File: config.mk
export PLATFORM = sky130hd
export DESIGN_NAME = structure_line_classifier_flat
export DESIGN_NICKNAME = d
export VERILOG_FILES = /design/src/rtl/slc_pkg.sv /design/src/rtl/slc_ifs.sv /design/src/rtl/structure_line_classifier.sv /design/src/flat_wrapper.sv
export SDC_FILE = /design/constraint.sdc
export NUM_CORES = 1
export LEC_CHECK = 0
export ABC_AREA = 1
export CORE_MARGIN = 2
export CORE_UTILIZATION = 57
export DETAILED_ROUTE_END_ITERATION = 6
export DONT_BUFFER_PORTS = 1
export PLACE_DENSITY = 0.77
export RECOVER_POWER = 100
export SLEW_MARGIN = 5
export SYNTH_ARGS = -nofsm -noshare
export SYNTH_HDL_FRONTEND = slang
export SYNTH_SLANG_ARGS = --single-unit
File: constraint.sdc
create_clock -name clock -period 3.05 [get_ports clock]
set_clock_uncertainty 0.05 [all_clocks]
set_input_delay 0.915 -clock clock [delete_from_list [all_inputs] [get_ports clock]]
set_output_delay 0.915 -clock clock [all_outputs]
set_load 0.005 [all_outputs]
File: src/rtl/slc_pkg.sv
`default_nettype none
// ----------------------------------------------------------------------------
// Structure line classifier package
// Character codes, line kinds, class codes and the tree label lookup.
// ----------------------------------------------------------------------------
package slc_pkg;

   typedef logic [7:0] char_type;
   typedef logic [3:0] class_type;

   localparam char_type CH_NUL   = 8'h00;
   localparam char_type CH_SPACE = 8'h20;
   localparam char_type CH_OPEN  = 8'h28;
   localparam char_type CH_CLOSE = 8'h29;
   localparam char_type CH_STAR  = 8'h2A;
   localparam char_type CH_DOT   = 8'h2E;
   localparam char_type CH_ZERO  = 8'h30;
   localparam char_type CH_NINE  = 8'h39;
   localparam char_type CH_GT    = 8'h3E;
   localparam char_type CH_AT    = 8'h40;
   localparam char_type CH_B     = 8'h42;
   localparam char_type CH_E     = 8'h45;
   localparam char_type CH_H     = 8'h48;
   localparam char_type CH_I     = 8'h49;
   localparam char_type CH_M     = 8'h4D;
   localparam char_type CH_P     = 8'h50;
   localparam char_type CH_R     = 8'h52;
   localparam char_type CH_S     = 8'h53;
   localparam char_type CH_U     = 8'h55;

   localparam logic [2:0] LEAD_OTHER = 3'd0;
   localparam logic [2:0] LEAD_DOT   = 3'd1;
   localparam logic [2:0] LEAD_OPEN  = 3'd2;
   localparam logic [2:0] LEAD_STAR  = 3'd3;
   localparam logic [2:0] LEAD_GT    = 3'd4;
   localparam logic [2:0] LEAD_AT    = 3'd5;

   localparam logic [2:0] KIND_NONE   = 3'd0;
   localparam logic [2:0] KIND_DOT    = 3'd1;
   localparam logic [2:0] KIND_FULL   = 3'd2;
   localparam logic [2:0] KIND_SHAP   = 3'd3;
   localparam logic [2:0] KIND_COARSE = 3'd4;

   localparam logic [1:0] PH_ITEM  = 2'd0;
   localparam logic [1:0] PH_LABEL = 2'd1;
   localparam logic [1:0] PH_ROOT  = 2'd2;
   localparam logic [1:0] PH_CLOSE = 2'd3;

   localparam class_type CLS_SKIP        = 4'd0;
   localparam class_type CLS_DOT         = 4'd1;
   localparam class_type CLS_FULL_ROOT   = 4'd2;
   localparam class_type CLS_FULL_FREE   = 4'd3;
   localparam class_type CLS_SHAP_ROOT   = 4'd4;
   localparam class_type CLS_SHAP_FREE   = 4'd5;
   localparam class_type CLS_COARSE_ROOT = 4'd6;
   localparam class_type CLS_COARSE_FREE = 4'd7;
   localparam class_type CLS_LIST_BREAK  = 4'd8;
   localparam class_type CLS_QUIT        = 4'd9;

   // Bit 0 full alphabet, bit 1 Shapiro, bit 2 coarse.
   function automatic logic [2:0] label_set(input char_type c);
      logic [2:0] set;
      case (c)
         CH_U, CH_P:             set = 3'b001;
         CH_S, CH_E:             set = 3'b010;
         CH_H, CH_B, CH_I, CH_M: set = 3'b110;
         default:                set = 3'b000;
      endcase
      return set;
   endfunction

endpackage
`default_nettype wire

File: src/rtl/slc_ifs.sv
`default_nettype none
// ----------------------------------------------------------------------------
// Structure line classifier channels
// Valid/ready channels for characters, class codes and the mode register.
// ----------------------------------------------------------------------------
interface slc_req_if;
   logic       valid;
   logic       ready;
   logic [7:0] char_code;
   logic       line_end;
   logic       input_done;
   modport source (output valid, char_code, line_end, input_done, input ready);
   modport sink   (input valid, char_code, line_end, input_done, output ready);
endinterface

interface slc_rsp_if;
   logic       valid;
   logic       ready;
   logic [3:0] line_class;
   modport source (output valid, line_class, input ready);
   modport sink   (input valid, line_class, output ready);
endinterface

interface slc_csr_if;
   logic valid;
   logic ready;
   logic matrix_mode;
   modport source (output valid, matrix_mode, input ready);
   modport sink   (input valid, matrix_mode, output ready);
endinterface
`default_nettype wire

File: src/rtl/structure_line_classifier.sv
`default_nettype none
// ----------------------------------------------------------------------------
// Structure line classifier
// Classifies text lines, fed one character per beat, into structure kinds.
// ----------------------------------------------------------------------------
// The req channel carries one character per beat with a line_end flag on the
// last character of a line, or an input_done beat that asks for a quit code.
// The rsp channel returns one line_class beat per line end or input_done beat.
// The csr channel writes matrix_mode, which lets '*' lines open a list; write
// it only while no line is in flight.
// Each beat is decoded against the per-line state in the same cycle it is
// accepted, and the class code appears in the result register on the next
// cycle; one character is taken every cycle unless the receiver stalls.
// When the receiver stalls, the result register holds its beat and req_ready
// drops until it is taken; the result register is the only buffer.
// Reset clears the list flag and the mode register and arms the block for the
// start of a new line; nothing is pending after reset.
// ----------------------------------------------------------------------------
module structure_line_classifier
   import slc_pkg::*;
#(
   parameter int MAX_DEPTH = 1023
) (
   input  wire         clock,
   input  wire         reset,
   slc_req_if.sink     req_bus,
   slc_rsp_if.source   rsp_bus,
   slc_csr_if.sink     csr_bus
);

   localparam int DW = $clog2(MAX_DEPTH + 1);
   localparam logic [DW-1:0] DEPTH_LIMIT = DW'(MAX_DEPTH);
   localparam logic [DW-1:0] DEPTH_ONE   = DW'(1);

   logic            matrix_mode_ff;
   logic            list_open_ff, list_open_in;
   logic            at_start_ff, at_start_in;
   logic [2:0]      lead_ff, lead_in;
   logic            trunc_ff, trunc_in;
   logic [1:0]      guess_ff, guess_in;
   logic            saw_ff, saw_in;
   logic [DW-1:0]   bdepth_ff, bdepth_in;
   logic            bgood_ff, bgood_in;
   logic [DW-1:0]   tdepth_ff, tdepth_in;
   logic [1:0]      phase_ff, phase_in;
   logic [2:0]      tgood_ff, tgood_in;
   char_type        prev_ff, prev_in;
   char_type        prev2_ff, prev2_in;
   logic            rsp_valid_ff, rsp_valid_in;
   class_type       class_ff, class_in;

   logic            fire;
   logic            first;
   char_type        c;
   logic [2:0]      set;
   logic [2:0]      kind;
   logic            brackets;
   logic            rooted;
   logic [2:0]      tree_ok;

   assign c            = req_bus.char_code;
   assign req_bus.ready = !rsp_valid_ff || rsp_bus.ready;
   assign fire         = req_bus.valid && req_bus.ready;
   assign csr_bus.ready = 1'b1;
   assign rsp_bus.valid = rsp_valid_ff;
   assign rsp_bus.line_class = class_ff;
   assign set          = label_set(c);

   always_comb begin
      // Per-line state reads as cleared on the first character of a line.
      first     = at_start_ff;
      lead_in   = first ? LEAD_OTHER : lead_ff;
      trunc_in  = first ? 1'b0 : trunc_ff;
      guess_in  = first ? 2'd0 : guess_ff;
      saw_in    = first ? 1'b0 : saw_ff;
      bdepth_in = first ? '0 : bdepth_ff;
      bgood_in  = first ? 1'b1 : bgood_ff;
      tdepth_in = first ? '0 : tdepth_ff;
      phase_in  = first ? PH_ITEM : phase_ff;
      tgood_in  = first ? 3'b111 : tgood_ff;
      prev_in   = first ? CH_NUL : prev_ff;
      prev2_in  = first ? CH_NUL : prev2_ff;
      list_open_in = list_open_ff;
      at_start_in  = req_bus.line_end;
      kind      = KIND_NONE;
      class_in  = CLS_SKIP;

      if (first) begin
         case (c)
            CH_DOT:  lead_in = LEAD_DOT;
            CH_OPEN: lead_in = LEAD_OPEN;
            CH_STAR: lead_in = LEAD_STAR;
            CH_GT:   lead_in = LEAD_GT;
            CH_AT:   lead_in = LEAD_AT;
            default: lead_in = LEAD_OTHER;
         endcase
      end

      if (!trunc_in && (lead_in == LEAD_DOT || lead_in == LEAD_OPEN)) begin
         if (c == CH_SPACE || c == CH_NUL) begin
            trunc_in = 1'b1;
         end else begin
            if (c == CH_OPEN) begin
               if (bdepth_in >= DEPTH_LIMIT) bgood_in = 1'b0;
               else bdepth_in = bdepth_in + DEPTH_ONE;
            end else if (c == CH_CLOSE) begin
               if (bdepth_in == '0) bgood_in = 1'b0;
               else bdepth_in = bdepth_in - DEPTH_ONE;
            end else if (c != CH_DOT) begin
               bgood_in = 1'b0;
            end

            if (phase_in == PH_CLOSE && prev2_in == CH_R) begin
               tgood_in = 3'b000;
            end else if (phase_in == PH_LABEL) begin
               if (c >= CH_ZERO && c <= CH_NINE) begin
                  phase_in = PH_LABEL;
               end else if (c == CH_CLOSE) begin
                  if (tdepth_in == '0) tgood_in = 3'b000;
                  else tdepth_in = tdepth_in - DEPTH_ONE;
                  phase_in = PH_CLOSE;
               end else begin
                  tgood_in = 3'b000;
               end
            end else if (phase_in == PH_ROOT) begin
               if (c == CH_CLOSE) begin
                  if (tdepth_in == '0) tgood_in = 3'b000;
                  else tdepth_in = tdepth_in - DEPTH_ONE;
                  phase_in = PH_CLOSE;
               end else begin
                  tgood_in = 3'b000;
               end
            end else if (c == CH_OPEN) begin
               if (tdepth_in >= DEPTH_LIMIT) tgood_in = 3'b000;
               else tdepth_in = tdepth_in + DEPTH_ONE;
               phase_in = PH_ITEM;
            end else if (set != 3'b000) begin
               tgood_in = tgood_in & set;
               phase_in = PH_LABEL;
            end else if (c == CH_R) begin
               phase_in = PH_ROOT;
            end else if (c == CH_CLOSE && phase_in == PH_ITEM) begin
               if (tdepth_in == '0) tgood_in = 3'b000;
               else tdepth_in = tdepth_in - DEPTH_ONE;
               phase_in = PH_CLOSE;
            end else begin
               tgood_in = 3'b000;
            end

            if (!first && guess_in == KIND_NONE[1:0]) begin
               if (c == CH_DOT) begin
                  guess_in = KIND_DOT[1:0];
               end else if (c == CH_U || c == CH_P) begin
                  guess_in = KIND_FULL[1:0];
                  saw_in   = 1'b1;
               end else if (c == CH_S) begin
                  guess_in = KIND_SHAP[1:0];
                  saw_in   = 1'b1;
               end else if (c != CH_OPEN && c != CH_CLOSE) begin
                  saw_in = 1'b1;
               end
            end

            prev2_in = prev_in;
            prev_in  = c;
         end
      end

      brackets = bgood_in && bdepth_in == '0;
      rooted   = prev2_in == CH_R;
      tree_ok  = (phase_in == PH_CLOSE && tdepth_in == '0) ? tgood_in : 3'b000;
      if (guess_in != KIND_NONE[1:0]) kind = {1'b0, guess_in};
      else if (saw_in) kind = KIND_COARSE;
      else kind = KIND_DOT;

      case (lead_in)
         LEAD_DOT: begin
            class_in = brackets ? CLS_DOT : CLS_SKIP;
         end
         LEAD_OPEN: begin
            case (kind)
               KIND_DOT:
                  class_in = brackets ? CLS_DOT : CLS_SKIP;
               KIND_FULL:
                  class_in = !tree_ok[0] ? CLS_SKIP :
                             rooted ? CLS_FULL_ROOT : CLS_FULL_FREE;
               KIND_SHAP:
                  class_in = !tree_ok[1] ? CLS_SKIP :
                             rooted ? CLS_SHAP_ROOT : CLS_SHAP_FREE;
               default:
                  class_in = !tree_ok[2] ? CLS_SKIP :
                             rooted ? CLS_COARSE_ROOT : CLS_COARSE_FREE;
            endcase
         end
         LEAD_STAR: begin
            if (!list_open_ff) begin
               list_open_in = matrix_mode_ff;
               class_in     = CLS_SKIP;
            end else begin
               class_in = CLS_LIST_BREAK;
            end
         end
         LEAD_AT: begin
            class_in = CLS_QUIT;
         end
         default: begin
            class_in = CLS_SKIP;
         end
      endcase

      if (!req_bus.line_end) list_open_in = list_open_ff;

      if (req_bus.input_done) begin
         class_in     = CLS_QUIT;
         at_start_in  = 1'b1;
         list_open_in = list_open_ff;
      end

      rsp_valid_in = rsp_valid_ff && !rsp_bus.ready;
      if (fire && (req_bus.line_end || req_bus.input_done)) rsp_valid_in = 1'b1;
   end

   always_ff @(posedge clock) begin
      if (reset) begin
         matrix_mode_ff <= 1'b0;
         list_open_ff   <= 1'b0;
         at_start_ff    <= 1'b1;
         lead_ff        <= LEAD_OTHER;
         trunc_ff       <= 1'b0;
         guess_ff       <= 2'd0;
         saw_ff         <= 1'b0;
         bdepth_ff      <= '0;
         bgood_ff       <= 1'b1;
         tdepth_ff      <= '0;
         phase_ff       <= PH_ITEM;
         tgood_ff       <= 3'b111;
         prev_ff        <= CH_NUL;
         prev2_ff       <= CH_NUL;
         rsp_valid_ff   <= 1'b0;
      end else begin
         if (csr_bus.valid) matrix_mode_ff <= csr_bus.matrix_mode;
         rsp_valid_ff <= rsp_valid_in;
         if (fire) begin
            list_open_ff <= list_open_in;
            at_start_ff  <= at_start_in;
            lead_ff      <= lead_in;
            trunc_ff     <= trunc_in;
            guess_ff     <= guess_in;
            saw_ff       <= saw_in;
            bdepth_ff    <= bdepth_in;
            bgood_ff     <= bgood_in;
            tdepth_ff    <= tdepth_in;
            phase_ff     <= phase_in;
            tgood_ff     <= tgood_in;
            prev_ff      <= prev_in;
            prev2_ff     <= prev2_in;
         end
      end
   end

   always_ff @(posedge clock) begin
      if (fire && (req_bus.line_end || req_bus.input_done)) class_ff <= class_in;
   end

endmodule
`default_nettype wire

File: src/flat_wrapper.sv
// flat-port wrapper written by rule: the top's interface ports become plain ports
module structure_line_classifier_flat import slc_pkg::*;
#(
   parameter int MAX_DEPTH = 1023
)
  (clock, reset, req_bus_valid, req_bus_char_code, req_bus_line_end, req_bus_input_done, req_bus_ready, rsp_bus_valid, rsp_bus_line_class, rsp_bus_ready, csr_bus_valid, csr_bus_matrix_mode, csr_bus_ready);
  slc_req_if req_bus_i ();
  slc_rsp_if rsp_bus_i ();
  slc_csr_if csr_bus_i ();
  input  wire clock;
  input  wire reset;
  input wire logic [$bits(req_bus_i.valid)-1:0] req_bus_valid;
  input wire logic [$bits(req_bus_i.char_code)-1:0] req_bus_char_code;
  input wire logic [$bits(req_bus_i.line_end)-1:0] req_bus_line_end;
  input wire logic [$bits(req_bus_i.input_done)-1:0] req_bus_input_done;
  output wire logic [$bits(req_bus_i.ready)-1:0] req_bus_ready;
  output wire logic [$bits(rsp_bus_i.valid)-1:0] rsp_bus_valid;
  output wire logic [$bits(rsp_bus_i.line_class)-1:0] rsp_bus_line_class;
  input wire logic [$bits(rsp_bus_i.ready)-1:0] rsp_bus_ready;
  input wire logic [$bits(csr_bus_i.valid)-1:0] csr_bus_valid;
  input wire logic [$bits(csr_bus_i.matrix_mode)-1:0] csr_bus_matrix_mode;
  output wire logic [$bits(csr_bus_i.ready)-1:0] csr_bus_ready;
  assign req_bus_i.valid = req_bus_valid;
  assign req_bus_i.char_code = req_bus_char_code;
  assign req_bus_i.line_end = req_bus_line_end;
  assign req_bus_i.input_done = req_bus_input_done;
  assign req_bus_ready = req_bus_i.ready;
  assign rsp_bus_valid = rsp_bus_i.valid;
  assign rsp_bus_line_class = rsp_bus_i.line_class;
  assign rsp_bus_i.ready = rsp_bus_ready;
  assign csr_bus_i.valid = csr_bus_valid;
  assign csr_bus_i.matrix_mode = csr_bus_matrix_mode;
  assign csr_bus_ready = csr_bus_i.ready;
  structure_line_classifier #(.MAX_DEPTH(MAX_DEPTH)) u_core (.clock(clock), .reset(reset), .req_bus(req_bus_i), .rsp_bus(rsp_bus_i), .csr_bus(csr_bus_i));
endmodule
==> metrics.cfg <==
[clock_network]
cts_hold_buf=0
clk_path_buf_depth=2
cts_htree_levels=3
clk_latency_ns=0.34
cts-root-buf=clkbuf_8
cts.sinks=57
cts_inserted_buffers=9
cts_tree=yes
cts.clk_slew.worst_paths_ns=0.07

[route]
ant_nets=0
vias_per_cell=5.76
firstDrtPassIters=5
initialDrtViolationCount=661
wirelength_um=18400
dr_total_vias=6811
wl_per_cell_um=15.6
drc=0

[status]
status=finished, violations left
violations=negative setup slack

[sta]
fin_ws_ns=-0.0758
hold_viol=0
rsz0062_at_grt=true
setup_viol=1
fmax_mhz=320
worstMarginPinSlew_ns=1.45
finalCriticalPeriod_ns=3.13
relSlewSlack=0.0359
period_share=1.02
slew_violations=0

[synth]
synth_simple_gate_area_frac=0.432
syn_area_um2=5370
yosysSeqAreaShare=0.220
ys_ff_latch=57
synth_area_per_cell_um2=5.56
synth_compound_area_frac=0.191
synthXorXnorAreaFrac=0.0147
synth.area.mux_share=0
yosys_warnings=0
ys_types=43
synthAdderAreaFrac=0.00932
synth_top_family_by_area=simple AND/OR/NAND/NOR gates
synthesis.nets=985
synthCells=965

[critical_path]
critPathMaxFanout=8
crit_path_end_kind=register
crit_type=primary input to register
cp-startpoint=req_bus_char_code[0]
r2r-start=u_core.at_start_ff$_SDFFE_PP1P_
cp-start-kind=primary input
crit_required_ns=3.21
arrival_ns=3.29

[floorplan]
num_io_pins=23
dieHeight_um=101
dieArea_um2=10200
coreArea_um2=9200
initial_core_util=0.584
die_x_um=101
row_count=35

[finish]
layout_commonest_cell=nand2_1
final_layout_size_suffix_gt1_frac=0.231
diodes=0
final_cells=1183
layout_common_cells=nand2_1 (260), inv_1 (118), buf_4 (117)
final_util=0.746
nets=1087
syn_to_final_growth_pct=27.8

[grt]
grtUsageTotal=0.341
antenna_found_initial=0
grt-ovfl-total=0
grt_start_max_net_pins=68
grt_pass1_wl_um=27800
grt_pass1_vias=5938

[placed_design]
port_buffers=0
placed_cells=1154
hpwlAfterDp_um=12700
gp_congestion=0.989

[power]
p_per_area_nw_per_um2=331
p_leak_nw=3.44
peakVddDrop_mv=0.354

[worst_hold_path]
min_path_type=register to register
hold_path.startpoint=u_core.prev_ff[6]$_SDFFE_PP0P_

[run]
cap_violations=0

==> cell type report <==
type	instances	area (um2)
clock buffer	11	141
fill	720	2340
timing repair buffer	129	1040
multi-input combinational	732	3740
inverter	138	561
clock inverter	5	56.3
sequential	57	1180
tap	111	139
==> per-layer routing <==
metal | vias up | share of wire | GRT usage
met5 | - | 0 | 0
met2 | 385 | 0.46 | 0.557
li1 | 3335 | - | -
met4 | 0 | 0.045 | 0.156
met1 | 3011 | 0.41 | 0.438
met3 | 80 | 0.086 | 0.0576
==> report_power, final <==
part / switching [mW] / total [mW] / internal (mW) / leakage, nW
Combinational: 0.424 / 0.705 / 0.281 / 2.87
Sequential: 0.0346 / 0.840 / 0.806 / 0.477
Clock: 0.324 / 0.723 / 0.398 / 0.0993
Total: 0.783 / 2.27 / 1.48 / 3.44
==> path summary, 6_finish.rpt <==
check	to	cells after the start	slack, ns
setup / recovery	u_core.rsp_bus.line_class[0]$_SDFFCE_PP1P_	25	-0.08
hold / removal	u_core.prev_ff[6]$_SDFFE_PP0P_	2	0.41
setup reg to reg	u_core.rsp_bus.line_class[0]$_SDFFCE_PP1P_	23	0.03
hold reg to reg	u_core.prev_ff[6]$_SDFFE_PP0P_	2	0.41
==> registers in the layout, indices dropped and copies added (netlist names) <==
signal                     cells
u_core.lead_ff                 3
u_core.phase_ff                2
u_core.bdepth_ff              10
u_core.list_open_ff            1
u_core.at_start_ff             1
u_core.rsp_bus.valid           1
u_core.guess_ff                2
u_core.matrix_mode_ff          1
u_core.tgood_ff                3
u_core.prev2_ff                8
u_core.bgood_ff                1
u_core.saw_ff                  1
u_core.tdepth_ff              10
u_core.prev_ff                 8
u_core.rsp_bus.line_class      4
u_core.trunc_ff                1
==> worst max-delay path, cell delays in order <==
cell and delay, ns:
nor2_4 0.09, nand2_2 0.08, inv_2 0.07, nand2_2 0.07, nand2_2 0.11, nor2_2 0.05
nor2_1 0.17, nand3_1 0.16, nand2_4 0.15, nand2_8 0.09, nor2_8 0.17, buf_6 0.14
buf_12 0.11, o21ai_2 0.05, nand2_1 0.06, nand2_1 0.07, nor2_2 0.14, nand2_2 0.07
nor2_2 0.15, nand3_1 0.10, nand2_1 0.07, inv_1 0.04, nand2_1 0.06, nand2_1 0.05
nand2_1 0.05
==> Yosys cell counts <==
library cell  instances  share of area
a211oi_1              9          0.013
a21boi_0              2         0.0028
a21boi_1              1         0.0014
a21oi_1              63          0.059
a21oi_2               1         0.0016
a221o_1               1         0.0019
a221oi_1              7          0.011
a31oi_1               4         0.0047
buf_1                 1        0.00070
buf_2                 8         0.0075
buf_4                 5         0.0070
buf_6                 2         0.0042
clkbuf_1             22          0.015
clkbuf_2              1        0.00093
clkinv_1              1        0.00070
conb_1                1        0.00070
dfxtp_1              53           0.20
edfxtp_1              4          0.022
ha_1                  4         0.0093
inv_1               124          0.087
inv_2                13         0.0091
nand2_1             278           0.19
nand2_2              10          0.012
nand2_4               2         0.0042
nand3_1              82          0.076
nand3_2               3         0.0056
nand3b_1              1         0.0014
nand4_1              15          0.017
nor2_1              105          0.073
nor2_2               13          0.015
nor2_4                4         0.0084
nor2_8                1         0.0037
nor3_1               12          0.011
nor3_2                1         0.0019
nor4_1                4         0.0047
o211ai_1             11          0.015
o21ai_0              65          0.061
o21ai_1              18          0.017
o21bai_1              1         0.0014
o21bai_2              1         0.0021
or2_2                 2         0.0023
xnor2_1               1         0.0016
xor2_1                8          0.013
==> stage by stage <==
step | instance area, um2 | hold WS [ns] | setup WS (ns) | power, mW | TNS [ns]
final | 6860 | 0.407 | -0.0758 | 2.27 | -0.0758
after global routing | 6860 | 0.426 | -0.205 | 2.37 | -0.335
after CTS | 6440 | 0.411 | 0.00959 | 2.18 | 0
after detailed placement | 6250 | 0.402 | -0.331 | 1.47 | -0.778
after global placement | 6250 | 0.385 | -0.261 | 1.45 | -0.509
after floorplan | 5370 | 0.380 | 0.0134 | 1.26 | 0
==> logic make-up after synthesis <==
group,Yosys count
fa+ha+maj,4
flops,57
simple gates,533
compound gates,184
buf+inv,177
other cells,1
xor+xnor,9
==> what timing repair did <==
item	4_1_cts	5_1_grt
setup endpoints to repair	0	3
buffers inserted	0	11
gates resized for setup	0	99
(Power assumes the default switching activity.)
